`src/dsb_pkg.sv`:
```
// Shared types, constants and functions for the decimal seven-segment blanking core.
`default_nettype none
package dsb_pkg;

  localparam int VALUE_W  = 20;
  localparam int DIGITS   = 6;
  localparam int BCD_W    = 4 * DIGITS;
  localparam int SEG_W    = 8;
  localparam int LOWER_W  = 32;
  localparam int UPPER_W  = 16;

  localparam logic [VALUE_W-1:0] MAX_DISPLAY     = 20'd999999;
  localparam logic [VALUE_W-1:0] UPPER_THRESHOLD = 20'd9999;

  typedef struct packed {
    logic [BCD_W-1:0]   bcd;
    logic [VALUE_W-1:0] bin;
    logic               upper;
    logic               oor;
  } item_t;

  // Add 3 to every BCD nibble that is 5 or more, ahead of the next shift.
  function automatic logic [BCD_W-1:0] bcd_adjust(input logic [BCD_W-1:0] bcd);
    logic [BCD_W-1:0] res;
    res = bcd;
    for (int i = 0; i < DIGITS; i++) begin
      if (bcd[4*i +: 4] >= 4'd5) begin
        res[4*i +: 4] = bcd[4*i +: 4] + 4'd3;
      end
    end
    return res;
  endfunction

  // Active-high segments, gfedcba in bits 6:0.
  function automatic logic [SEG_W-1:0] seg_lookup(input logic [3:0] d);
    logic [SEG_W-1:0] s;
    unique case (d)
      4'd0:    s = 8'h3F;
      4'd1:    s = 8'h06;
      4'd2:    s = 8'h5B;
      4'd3:    s = 8'h4F;
      4'd4:    s = 8'h66;
      4'd5:    s = 8'h6D;
      4'd6:    s = 8'h7D;
      4'd7:    s = 8'h07;
      4'd8:    s = 8'h7F;
      4'd9:    s = 8'h6F;
      default: s = 8'h00;
    endcase
    return s;
  endfunction

endpackage
`default_nettype wire

```
`src/dsb_dabble_cell.sv`:
```
// One shift-add-3 cell: folds one binary bit into the BCD digits per transfer.
`default_nettype none
module dsb_dabble_cell (
  input  wire logic          clk,
  input  wire logic          rst_n,
  input  wire logic          up_valid,
  input  wire dsb_pkg::item_t up_data,
  output logic               up_ready,
  output logic               dn_valid,
  output dsb_pkg::item_t     dn_data,
  input  wire logic          dn_ready
);

  logic           valid_r, valid_nxt;
  dsb_pkg::item_t data_r, data_nxt;
  logic [dsb_pkg::BCD_W-1:0] adj;

  assign up_ready = !valid_r || dn_ready;

  always_comb begin
    adj                = dsb_pkg::bcd_adjust(up_data.bcd);
    data_nxt           = up_data;
    data_nxt.bcd       = {adj[dsb_pkg::BCD_W-2:0], up_data.bin[dsb_pkg::VALUE_W-1]};
    data_nxt.bin       = {up_data.bin[dsb_pkg::VALUE_W-2:0], 1'b0};
    valid_nxt          = up_ready ? up_valid : valid_r;
  end

  always_ff @(posedge clk) begin
    if (!rst_n) begin
      valid_r <= 1'b0;
    end else begin
      valid_r <= valid_nxt;
    end
  end

  always_ff @(posedge clk) begin
    if (up_ready && up_valid) begin
      data_r <= data_nxt;
    end
  end

  assign dn_valid = valid_r;
  assign dn_data  = data_r;

endmodule
`default_nettype wire

```
`src/dsb_seg_cell.sv`:
```
// Final cell: blanking, segment mapping and the output register.
`default_nettype none
module dsb_seg_cell (
  input  wire logic                          clk,
  input  wire logic                          rst_n,
  input  wire logic                          up_valid,
  input  wire dsb_pkg::item_t                up_data,
  output logic                               up_ready,
  output logic                               out_valid,
  input  wire logic                          out_stall,
  output logic [dsb_pkg::LOWER_W-1:0]        out_lower_segments,
  output logic [dsb_pkg::UPPER_W-1:0]        out_upper_segments,
  output logic                               out_upper_written,
  output logic                               out_out_of_range
);

  logic                        valid_r, valid_nxt;
  logic [dsb_pkg::LOWER_W-1:0] lower_r, lower_nxt;
  logic [dsb_pkg::UPPER_W-1:0] upper_r, upper_nxt;
  logic                        wr_r, wr_nxt;
  logic                        oor_r, oor_nxt;
  logic [dsb_pkg::DIGITS-1:0]  shown;
  logic [dsb_pkg::SEG_W*dsb_pkg::DIGITS-1:0] segs;

  assign up_ready = !valid_r || !out_stall;

  always_comb begin
    // shown[i]: digit i or a higher one is nonzero; units always shown
    shown[dsb_pkg::DIGITS-1] = (up_data.bcd[4*(dsb_pkg::DIGITS-1) +: 4] != 4'd0);
    for (int i = dsb_pkg::DIGITS-2; i >= 0; i--) begin
      shown[i] = shown[i+1] || (up_data.bcd[4*i +: 4] != 4'd0) || (i == 0);
    end
    for (int i = 0; i < dsb_pkg::DIGITS; i++) begin
      segs[dsb_pkg::SEG_W*i +: dsb_pkg::SEG_W] =
        shown[i] ? dsb_pkg::seg_lookup(up_data.bcd[4*i +: 4]) : '0;
    end
    if (up_data.oor) begin
      lower_nxt = '0;
      upper_nxt = '0;
      wr_nxt    = 1'b0;
    end else begin
      lower_nxt = segs[dsb_pkg::LOWER_W-1:0];
      upper_nxt = segs[dsb_pkg::LOWER_W +: dsb_pkg::UPPER_W];
      wr_nxt    = up_data.upper;
    end
    oor_nxt   = up_data.oor;
    valid_nxt = up_ready ? up_valid : valid_r;
  end

  always_ff @(posedge clk) begin
    if (!rst_n) begin
      valid_r <= 1'b0;
    end else begin
      valid_r <= valid_nxt;
    end
  end

  always_ff @(posedge clk) begin
    if (up_ready && up_valid) begin
      lower_r <= lower_nxt;
      upper_r <= upper_nxt;
      wr_r    <= wr_nxt;
      oor_r   <= oor_nxt;
    end
  end

  assign out_valid          = valid_r;
  assign out_lower_segments = lower_r;
  assign out_upper_segments = upper_r;
  assign out_upper_written  = wr_r;
  assign out_out_of_range   = oor_r;

endmodule
`default_nettype wire

```
`src/decimal_seven_segment_blanking_core.sv`:
```
// Top level: binary-to-BCD cell row feeding the seven-segment blanking cell.
//
//   channel  direction  handshake             payload
//   in_      input      in_valid / in_stall   in_value[19:0]
//   out_     output     out_valid / out_stall out_lower_segments, out_upper_segments,
//                                             out_upper_written, out_out_of_range
//
// One transfer per cycle sustained while out_stall is low. The pipeline is 20 shift-add-3
// cells (one per value bit) plus the segment/output register cell.
// Each cell carries a valid bit; a cell loads when it is empty or its
// neighbor takes its item, so empty slots absorb stalls and the input keeps
// accepting while a finished result waits at the output, until every cell is full.
// Reset (rst_n low, synchronous) empties every cell; payload is not reset.
`default_nettype none
module decimal_seven_segment_blanking_core (
  input  wire logic                          clk,
  input  wire logic                          rst_n,
  input  wire logic                          in_valid,
  output logic                               in_stall,
  input  wire logic [dsb_pkg::VALUE_W-1:0]   in_value,
  output logic                               out_valid,
  input  wire logic                          out_stall,
  output logic [dsb_pkg::LOWER_W-1:0]        out_lower_segments,
  output logic [dsb_pkg::UPPER_W-1:0]        out_upper_segments,
  output logic                               out_upper_written,
  output logic                               out_out_of_range
);

  // stage k is the handoff into cell k; the last stage feeds the segment cell
  logic           stg_valid [0:dsb_pkg::VALUE_W];
  logic           stg_ready [0:dsb_pkg::VALUE_W];
  dsb_pkg::item_t stg_data  [0:dsb_pkg::VALUE_W];
  dsb_pkg::item_t in_item;

  // Range flags are settled up front and ride along with the digits.
  always_comb begin
    in_item.bcd   = '0;
    in_item.bin   = in_value;
    in_item.upper = (in_value > dsb_pkg::UPPER_THRESHOLD);
    in_item.oor   = (in_value > dsb_pkg::MAX_DISPLAY);
  end

  assign stg_data[0]  = in_item;
  assign stg_valid[0] = in_valid;
  assign in_stall     = !stg_ready[0];

  for (genvar k = 0; k < dsb_pkg::VALUE_W; k++) begin : g_cell
    dsb_dabble_cell u_cell (
      .clk      (clk),
      .rst_n    (rst_n),
      .up_valid (stg_valid[k]),
      .up_data  (stg_data[k]),
      .up_ready (stg_ready[k]),
      .dn_valid (stg_valid[k+1]),
      .dn_data  (stg_data[k+1]),
      .dn_ready (stg_ready[k+1])
    );
  end

  // Blanking and segment encode, output register.
  dsb_seg_cell u_seg (
    .clk                (clk),
    .rst_n              (rst_n),
    .up_valid           (stg_valid[dsb_pkg::VALUE_W]),
    .up_data            (stg_data[dsb_pkg::VALUE_W]),
    .up_ready           (stg_ready[dsb_pkg::VALUE_W]),
    .out_valid          (out_valid),
    .out_stall          (out_stall),
    .out_lower_segments (out_lower_segments),
    .out_upper_segments (out_upper_segments),
    .out_upper_written  (out_upper_written),
    .out_out_of_range   (out_out_of_range)
  );

endmodule
`default_nettype wire

```
`config.mk`:
```
export PLATFORM = sky130hd
export DESIGN_NAME = decimal_seven_segment_blanking_core
export DESIGN_NICKNAME = d
export VERILOG_FILES = /design/src/dsb_pkg.sv /design/src/dsb_dabble_cell.sv /design/src/dsb_seg_cell.sv /design/src/decimal_seven_segment_blanking_core.sv
export SDC_FILE = /design/constraint.sdc
export NUM_CORES = 1
export LEC_CHECK = 0
export ABC_AREA = 0
export BUFFER_PORTS_ARGS = -buffer_cell sky130_fd_sc_hd__buf_2
export CAP_MARGIN = 25
export CORE_ASPECT_RATIO = 1.4
export CORE_UTILIZATION = 41
export CTS_CLUSTER_SIZE = 20
export DETAILED_ROUTE_END_ITERATION = 7
export PLACE_DENSITY_LB_ADDON = 0.05
export SLEW_MARGIN = 0
export SYNTH_ARGS = -nofsm -noshare
export SYNTH_HDL_FRONTEND = slang
export SYNTH_SLANG_ARGS = --single-unit
export TNS_END_PERCENT = 50
```
`constraint.sdc`:
```
create_clock -name clk -period 15.4 [get_ports clk]
set_clock_uncertainty 0.2 [all_clocks]
set_input_delay 3.85 -clock clk [delete_from_list [all_inputs] [get_ports clk]]
set_output_delay 3.85 -clock clk [all_outputs]
set_load 0.03 [all_outputs]
```
==> key figures, run 1 <==
Run status
  • Status: complete, but fails checks
  • Failing checks: DRC

CTS
  • CTS max path bufs: 3
  • Worst skew pair latency: 0.60 ns
  • TritonCTS clock tree: built
  • Root buffer cell: clkbuf_16
  • H-tree levels: 2
  • CTS Sinks: 559
  • CTS clk-pin slew, worst paths: 0.06 ns
  • Post-CTS setup buffer count: 0
  • Hold_buf cts: 0
  • Post-cts sizing count: 0
  • CTS Buf Count: 56

Synth
  • Syn Area/Cell: 13.56 um^2
  • Synthesis warning total: 0
  • Netlist cell types: 46
  • Top FF cell, synth: edfxtp_1
  • Post-Synthesis Cells: 1780
  • Synthesized cell area: 24140 um^2
  • Synth Register Bits: 559
  • Share of the yosys chip area belonging to registers: 0.6866
  • Post-synth EDFFs: 538
  • Ys async rst share: 0

Timing
  • Setup TNS: 0 ns
  • Hold_ws: 0.2126 ns
  • Final hold viol count: 0
  • Slew headroom: 0.4054
  • Setup Viol. Count Final: 0
  • Tcrit/Tclk final: 0.6070
  • FMAX: 0.1070 GHz
  • Final worst path period need: 9.348 ns
  • Max-slew violations: 0
  • RSZ-0062 raised after global routing: no
  • Worst-margin pin slew: 0.8919 ns

Drt
  • # DRC: 7
  • DR vias: 12860
  • Total Routed Length: 34280 um
  • Avg Vias per Cell: 4.772
  • Routed Antenna Nets: 0
  • Routed len/inst: 12.72 um
  • DRT iter0 DRCs: 465
  • Initial DRT Pass Iterations: 8

GRT
  • Initial antenna violation count: 0
  • Largest net degree at the start of global routing: 45
  • First-pass GRT wire length: 57530 um
  • Total gr overflow: 0
  • GRT Util Overall: 0.1174
  • Vias in the first global route: 13170

Worst setup path
  • Reg2reg setup slack: 12.89 ns
  • Crit-path slowest cell: and4_1
  • Crit Path Category: in -> out
  • RR Endpoint: g_cell[4].u_cell.dn_data[21]
  • Crit end category: output pin
  • Critical R2R Launch: u_seg.out_valid
  • WP data required: 11.35 ns
  • CP max FO: 6
  • CP arrival: 5.30 ns
  • Slowest stage delay, CP: 0.46 ns
  • Worst-path cell chain: buf_2 -> and3_1 -> and4_1 -> and4_1 -> buf_2
  • R2R cell count: 5
  • Worst setup SP type: input pin

Floorplanning
  • X dimension of the die: 207.1 um
  • Die area: 59870 um^2
  • Core ar.: 57910 um^2
  • Starting Density: 0.4169
  • Die Y: 289.1 um
  • Top Ports: 76
  • Rows: 104

Cells and area
  • Area Growth Syn to Fin: 13.06%
  • Layout cell share with drive strength beyond 1: 0.09477
  • Fillers: 5063
  • Multi-input logic area: 7005 um^2
  • Final #Nets: 2092
  • Register Area: 16580 um^2
  • Diode count: 0

Power
  • Internal power: 0.002421 W
  • Seq pwr share: 0.556
  • Pwr Total: 0.002988 W
  • Net Sw Power: 0.0005665 W
  • Clk pwr share: 0.437
  • Maximum VDD drop: 91.47 uV
  • Logic pwr share: 0.006
  • PwrDens: 109.5 nW/um^2
  • Leakage: 10.33 nW
  • Sw frac: 0.1896

Worst hold path
  • Worst Hold Endpoint: g_cell[5].u_cell.dn_data[22]
  • Min-Delay Path Class: reg -> reg
  • Hold Path Depth: 0
  • HP Start: g_cell[4].u_cell.dn_data[21]

Placed design
  • Port-buffer cells: 69
  • Final HPWL DP: 24610 um
  • Routability Congestion: 0.8136

Run
  • Max_cap viols: 0
[per-layer routing]
metal	vias up	share of wire	track usage	wire length, um
met1	6097	0.31	0.09029	10790
met5	-	0	0	0
li1	6522	-	-	-
met2	156	0.61	0.2622	20970
met3	82	0.038	0.02645	1289
met4	0	0.036	0.05243	1229
[power by group through the flow]
| stage | Combinational [W] | Sequential (W) | Clock, W |
|---|---|---|---|
| global route | 0.0000209 | 0.00166 | 0.00142 |
| global placement | 0.0000190 | 0.00169 | 0 |
| detailed placement | 0.0000195 | 0.00169 | 0 |
| CTS | 0.0000194 | 0.00166 | 0.00136 |
| floorplan | 0.0000118 | 0.00169 | 0 |
| finish | 0.0000187 | 0.00166 | 0.00131 |
[worst max path at each step]
stage | slack [ns] | startpoint | cells after the start | endpoint
global placement | 6.06 | out_stall | 5 | in_stall
finish | 6.05 | out_stall | 5 | in_stall
global route | 5.90 | out_stall | 5 | in_stall
detailed placement | 6.05 | out_stall | 5 | in_stall
CTS | 6.05 | out_stall | 5 | in_stall
floorplan | 6.63 | out_stall | 3 | in_stall
[metrics by stage]
stage / utilization / instances / instance area, um^2 / setup WS [ns]
2_1_floorplan: - / 1785 / 24160 / 6.633
3_3_place_gp: 0.4410 / 2595 / 25540 / 6.062
3_5_place_dp: 0.4415 / 2596 / 25570 / 6.054
4_1_cts: 0.4714 / 2694 / 27300 / 6.045
5_1_grt: 0.4714 / 2694 / 27300 / 5.901
6_report: 0.4714 / 2694 / 27300 / 6.052
[registers in the layout, indices dropped and copies added, names as in the netlist]
register                  flops
u_seg.out_upper_segments     14
g_cell.u_cell.dn_valid       20
u_seg.out_valid               1
g_cell.u_cell.dn_data       494
u_seg.out_lower_segments     28
u_seg.out_out_of_range        1
u_seg.out_upper_written       1
[cell families (layout without fill, tap and decap cells)]
logic type / count (synthesis) / after routing / synth area share
and+or+nand+nor: 521 / 521 / 0.1009
AOI/OAI and AO/OA: 259 / 259 / 0.05789
adders and majority gates: 156 / 156 / 0.08085
DFF: 559 / 559 / 0.6866
other: 1 / 6 / 0.0001553
muxes: 59 / 59 / 0.02451
xor gates and xnor gates: 62 / 62 / 0.02249
buffers and inverters: 163 / 330 / 0.02669
[area by class of cell]
class | count | share of cell area
clock buffer | 72 | 0.05432
multi-input combinational | 1063 | 0.2566
inverter | 142 | 0.01953
timing repair buffer | 90 | 0.01916
tap | 742 | 0.03401
clock inverter | 26 | 0.009076
sequential | 559 | 0.6073
[cell usage after synthesis (2+ instances only)]
library cell  instances  area [um^2]
a21boi_0              6        45.04
a21oi_1              98        490.5
a31oi_1               5        31.28
and2_1               10        62.56
and3_1                5        31.28
and4_1                4        35.03
buf_2                 2        10.01
buf_4                 6        45.04
clkbuf_1             11        41.29
dfxtp_1              21        420.4
edfxtp_1            538        16160
ha_1                156         1952
inv_1               142        533.0
mux2i_1              58        580.6
nand2_1             223        837.1
nand2b_1            109        681.9
nand3_1               6        30.03
nand3b_1              4        30.03
nand4_1               6        37.54
nor2_1              115        431.7
nor2b_1              14        87.58
nor3_1               12        60.06
nor3_2                2        20.02
nor3b_1               3        22.52
nor4_1                2        12.51
o21a_1               16        120.1
o21ai_0             121        605.6
o22a_1                6        52.55
o31ai_1               2        15.01
xnor2_1              60        525.5
xor2_1                2        17.52
[worst max-delay path, delay by kind of cell]
family / cells / cell delay [ns]
buffers and inverters: 2 / 0.36
and+or+nand+nor: 3 / 1.08
[layout by cell type, fill, tap and decap left out, types with 3 or more instances in the layout]
master	instances
clkbuf_16	57
mux2i_1	58
clkinv_1	12
nand4_1	6
a31oi_1	4
conb_1	6
and4_1	4
clkinv_2	7
nand2_1	223
bufinv_16	5
buf_2	69
and2_1	10
edfxtp_1	538
nand3_1	6
o22a_1	6
nand2b_1	109
clkbuf_1	15
ha_1	156
buf_4	20
nor2b_2	9
nor3b_1	3
and3_1	5
dfxtp_1	21
a21oi_1	97
nor2_1	113
nor2b_1	5
nand3b_1	4
xnor2_1	60
nor3_1	12
o21a_1	16
inv_1	142
a21boi_2	4
o21ai_0	121
No activity file was read; power rests on OpenSTA's default activity.
==> inputs of run 2 (changes only) <==
==> constraint.sdc (replaced) <==
create_clock -name clk -period 9.4 [get_ports clk]
set_clock_uncertainty 0.2 [all_clocks]
set_input_delay 2.35 -clock clk [delete_from_list [all_inputs] [get_ports clk]]
set_output_delay 2.35 -clock clk [all_outputs]
set_load 0.03 [all_outputs]
==> run 2 against run 1 <==
The flow still finishes with violations (DRC). Global-route usage hardly changed. Final area is 0.90% higher. Clock power is 82% higher. Count of clock-buffer cells in the layout is 3 lower. Worst setup slack worse by 3.0 ns. Register-to-register slack worse by 6.0 ns. Non-clock buffer count is 1 higher. Sequential power is 64% higher.
==> key figures, run 2 (same netlist as run 1, synthesis figures left out) <==
Worst setup path
  • R2R cell count: 5 (unchanged)
  • Setup crit start: out_stall
  • Critical R2R Launch: u_seg.out_valid
  • Worst setup SP type: input pin
  • CP max FO: 6 (unchanged)
  • Crit Path Category: in -> out
  • CP arrival: 3.80 ns (-1.50 ns)
  • Crit end category: output pin
  • WP data required: 6.85 ns (-4.50 ns)

GRT
  • First-pass GRT wire length: 57320 um (-0.36%)
  • Vias in the first global route: 12980 (-1.4%)
  • GRT Util Overall: 0.1170 (-0.0003819)
  • Largest net degree at the start of global routing: 45 (unchanged)
  • Initial antenna violation count: 0 (unchanged)
  • Total gr overflow: 0 (unchanged)

Placed design
  • Port-buffer cells: 69 (unchanged)
  • Pre-CTS WS: 3.066 ns (-2.988 ns)
  • Routability Congestion: 0.8106 (-0.37%)
  • Area of placed instances: 25570 um^2 (about the same)
  • Final HPWL DP: 24690 um (+0.32%)

Timing
  • Final worst path period need: 6.351 ns
  • Worst-margin pin slew: 0.6311 ns (-0.2608 ns)
  • Hold_ws: 0.2120 ns (-0.0006310 ns)
  • Tcrit/Tclk final: 0.6757
  • Final hold viol count: 0 (unchanged)
  • RSZ-0062 raised after global routing: no
  • Setup Viol. Count Final: 0 (unchanged)
  • FMAX: 0.1574 GHz
  • Final worst slack: 3.049 ns (-3.003 ns)
  • Setup TNS: 0 ns (unchanged)
  • Slew headroom: 0.5754 (+0.1700)
  • Max-slew violations: 0 (unchanged)

Cells and area
  • Commonest non-fill, non-tap cell in the layout: edfxtp_1
  • Most frequent cells in the layout: edfxtp_1, nand2_1, ha_1
  • Diode count: 0 (unchanged)
  • Multi-input logic area: 7005 um^2 (unchanged)
  • Fillers: 5117 (+1.1%)
  • Area Growth Syn to Fin: 14.08%
  • Max reg flops: 494 (unchanged)
  • Register Area: 16580 um^2 (unchanged)
  • Final #Nets: 2092 (unchanged)
  • Final design utilization: 0.4756 (+0.004235)
  • Layout cell share with drive strength beyond 1: 0.1021 (+0.007370)
  • Cell area after layout: 27540 um^2 (+0.90%)

CTS
  • Worst skew pair latency: 0.60 ns (about the same)
  • Hold_buf cts: 0 (unchanged)
  • CTS Buf Count: 55 (-1.8%)
  • Post-CTS setup buffer count: 0 (unchanged)
  • CTS clk-pin slew, worst paths: 0.06 ns (about the same)
  • Root buffer cell: clkbuf_16
  • CTS max path bufs: 3 (unchanged)
  • TritonCTS clock tree: built
  • Post-cts sizing count: 0 (unchanged)
  • CTS Sinks: 559 (unchanged)
  • H-tree levels: 2 (unchanged)

Drt
  • Max layer used: met4
  • Routed length on met2: 21090 um (+0.58%)
  • Met3 wire len: 1168 um (-9.4%)
  • Avg Vias per Cell: 4.756 (-0.35%)
  • DR vias: 12840 (-0.13%)
  • Routed len/inst: 12.76 um (+0.30%)
  • Initial DRT Pass Iterations: 8 (unchanged)
  • # DRC: 7 (unchanged)
  • DRT iter0 DRCs: 432 (-7.1%)
  • WL met1: 10980 um (+1.7%)
  • Total Routed Length: 34460 um (+0.52%)
  • Routed Antenna Nets: 0 (unchanged)

Power
  • Internal power: 0.004184 W (+73%)
  • Logic pwr share: 0.006 (about the same)
  • Clk pwr share: 0.464 (+0.027)
  • Maximum VDD drop: 154.6 uV (+69%)
  • Sw frac: 0.1857 (-0.003897)
  • PwrDens: 186.6 nW/um^2 (+70%)
  • Leakage: 10.45 nW (+1.1%)
  • Net Sw Power: 0.0009542 W (+68%)
  • Seq pwr share: 0.530 (-0.026)

Run status
  • Failing checks: DRC
  • Status: complete, but fails checks

Run
  • Max_cap viols: 0 (unchanged)

Worst hold path
  • HP Start: g_cell[12].u_cell.dn_data[0]
  • Min-Delay Path Class: reg -> reg
  • Hold Path Depth: 0 (unchanged)

Floorplanning
  • Core ar.: 57910 um^2 (unchanged)
  • Starting Density: 0.4169 (unchanged)
  • Rows: 104 (unchanged)
  • Die area: 59870 um^2 (unchanged)
  • Top Ports: 76 (unchanged)
  • X dimension of the die: 207.1 um (unchanged)
  • Die Y: 289.1 um (unchanged)
run 2: layer usage:
metal  up-vias  global-route usage
li1       6524                   -
met5         -                   0
met1      6097             0.09087
met4         0             0.05168
met3        79             0.02331
met2       140              0.2629
run 2: critical path, stage by stage:
cell and delay (ns):
buf_2 0.14, and3_1 0.32, and4_1 0.45, and4_1 0.32
buf_2 0.22
run 2: through the flow:
| stage | total power [W] | std cells |
|---|---|---|
| floorplan | 0.002793 | 1785 |
| global placement | 0.002807 | 2596 |
| detailed placement | 0.002808 | 2597 |
| CTS | 0.005230 | 2700 |
| global route | 0.005328 | 2700 |
| finish | 0.005138 | 2700 |
run 2: worst paths after layout:
kind	endpoint	slack [ns]
hold / removal	g_cell[13].u_cell.dn_data[0]	0.21
setup / recovery	in_stall	3.05
setup reg to reg	g_cell[4].u_cell.dn_data[12]	6.93
hold reg to reg	g_cell[13].u_cell.dn_data[0]	0.21
run 2: layout make-up:
class / count / area share
Tap cell: 742 / 0.03371
Multi-Input combinational cell: 1063 / 0.2544
Sequential cell: 559 / 0.6019
Clock buffer: 69 / 0.05302
Clock inverter: 34 / 0.01844
Inverter: 142 / 0.01935
Timing Repair Buffer: 91 / 0.01926
run 2: power groups by stage:
stage                     logic (W)  registers [W]  clock network (W)
after global routing      0.0000340        0.00272            0.00257
final                     0.0000308        0.00272            0.00238
after global placement    0.0000310        0.00278                  0
after detailed placement  0.0000316        0.00278                  0
after CTS                 0.0000317        0.00272            0.00248
after floorplan           0.0000194        0.00277                  0
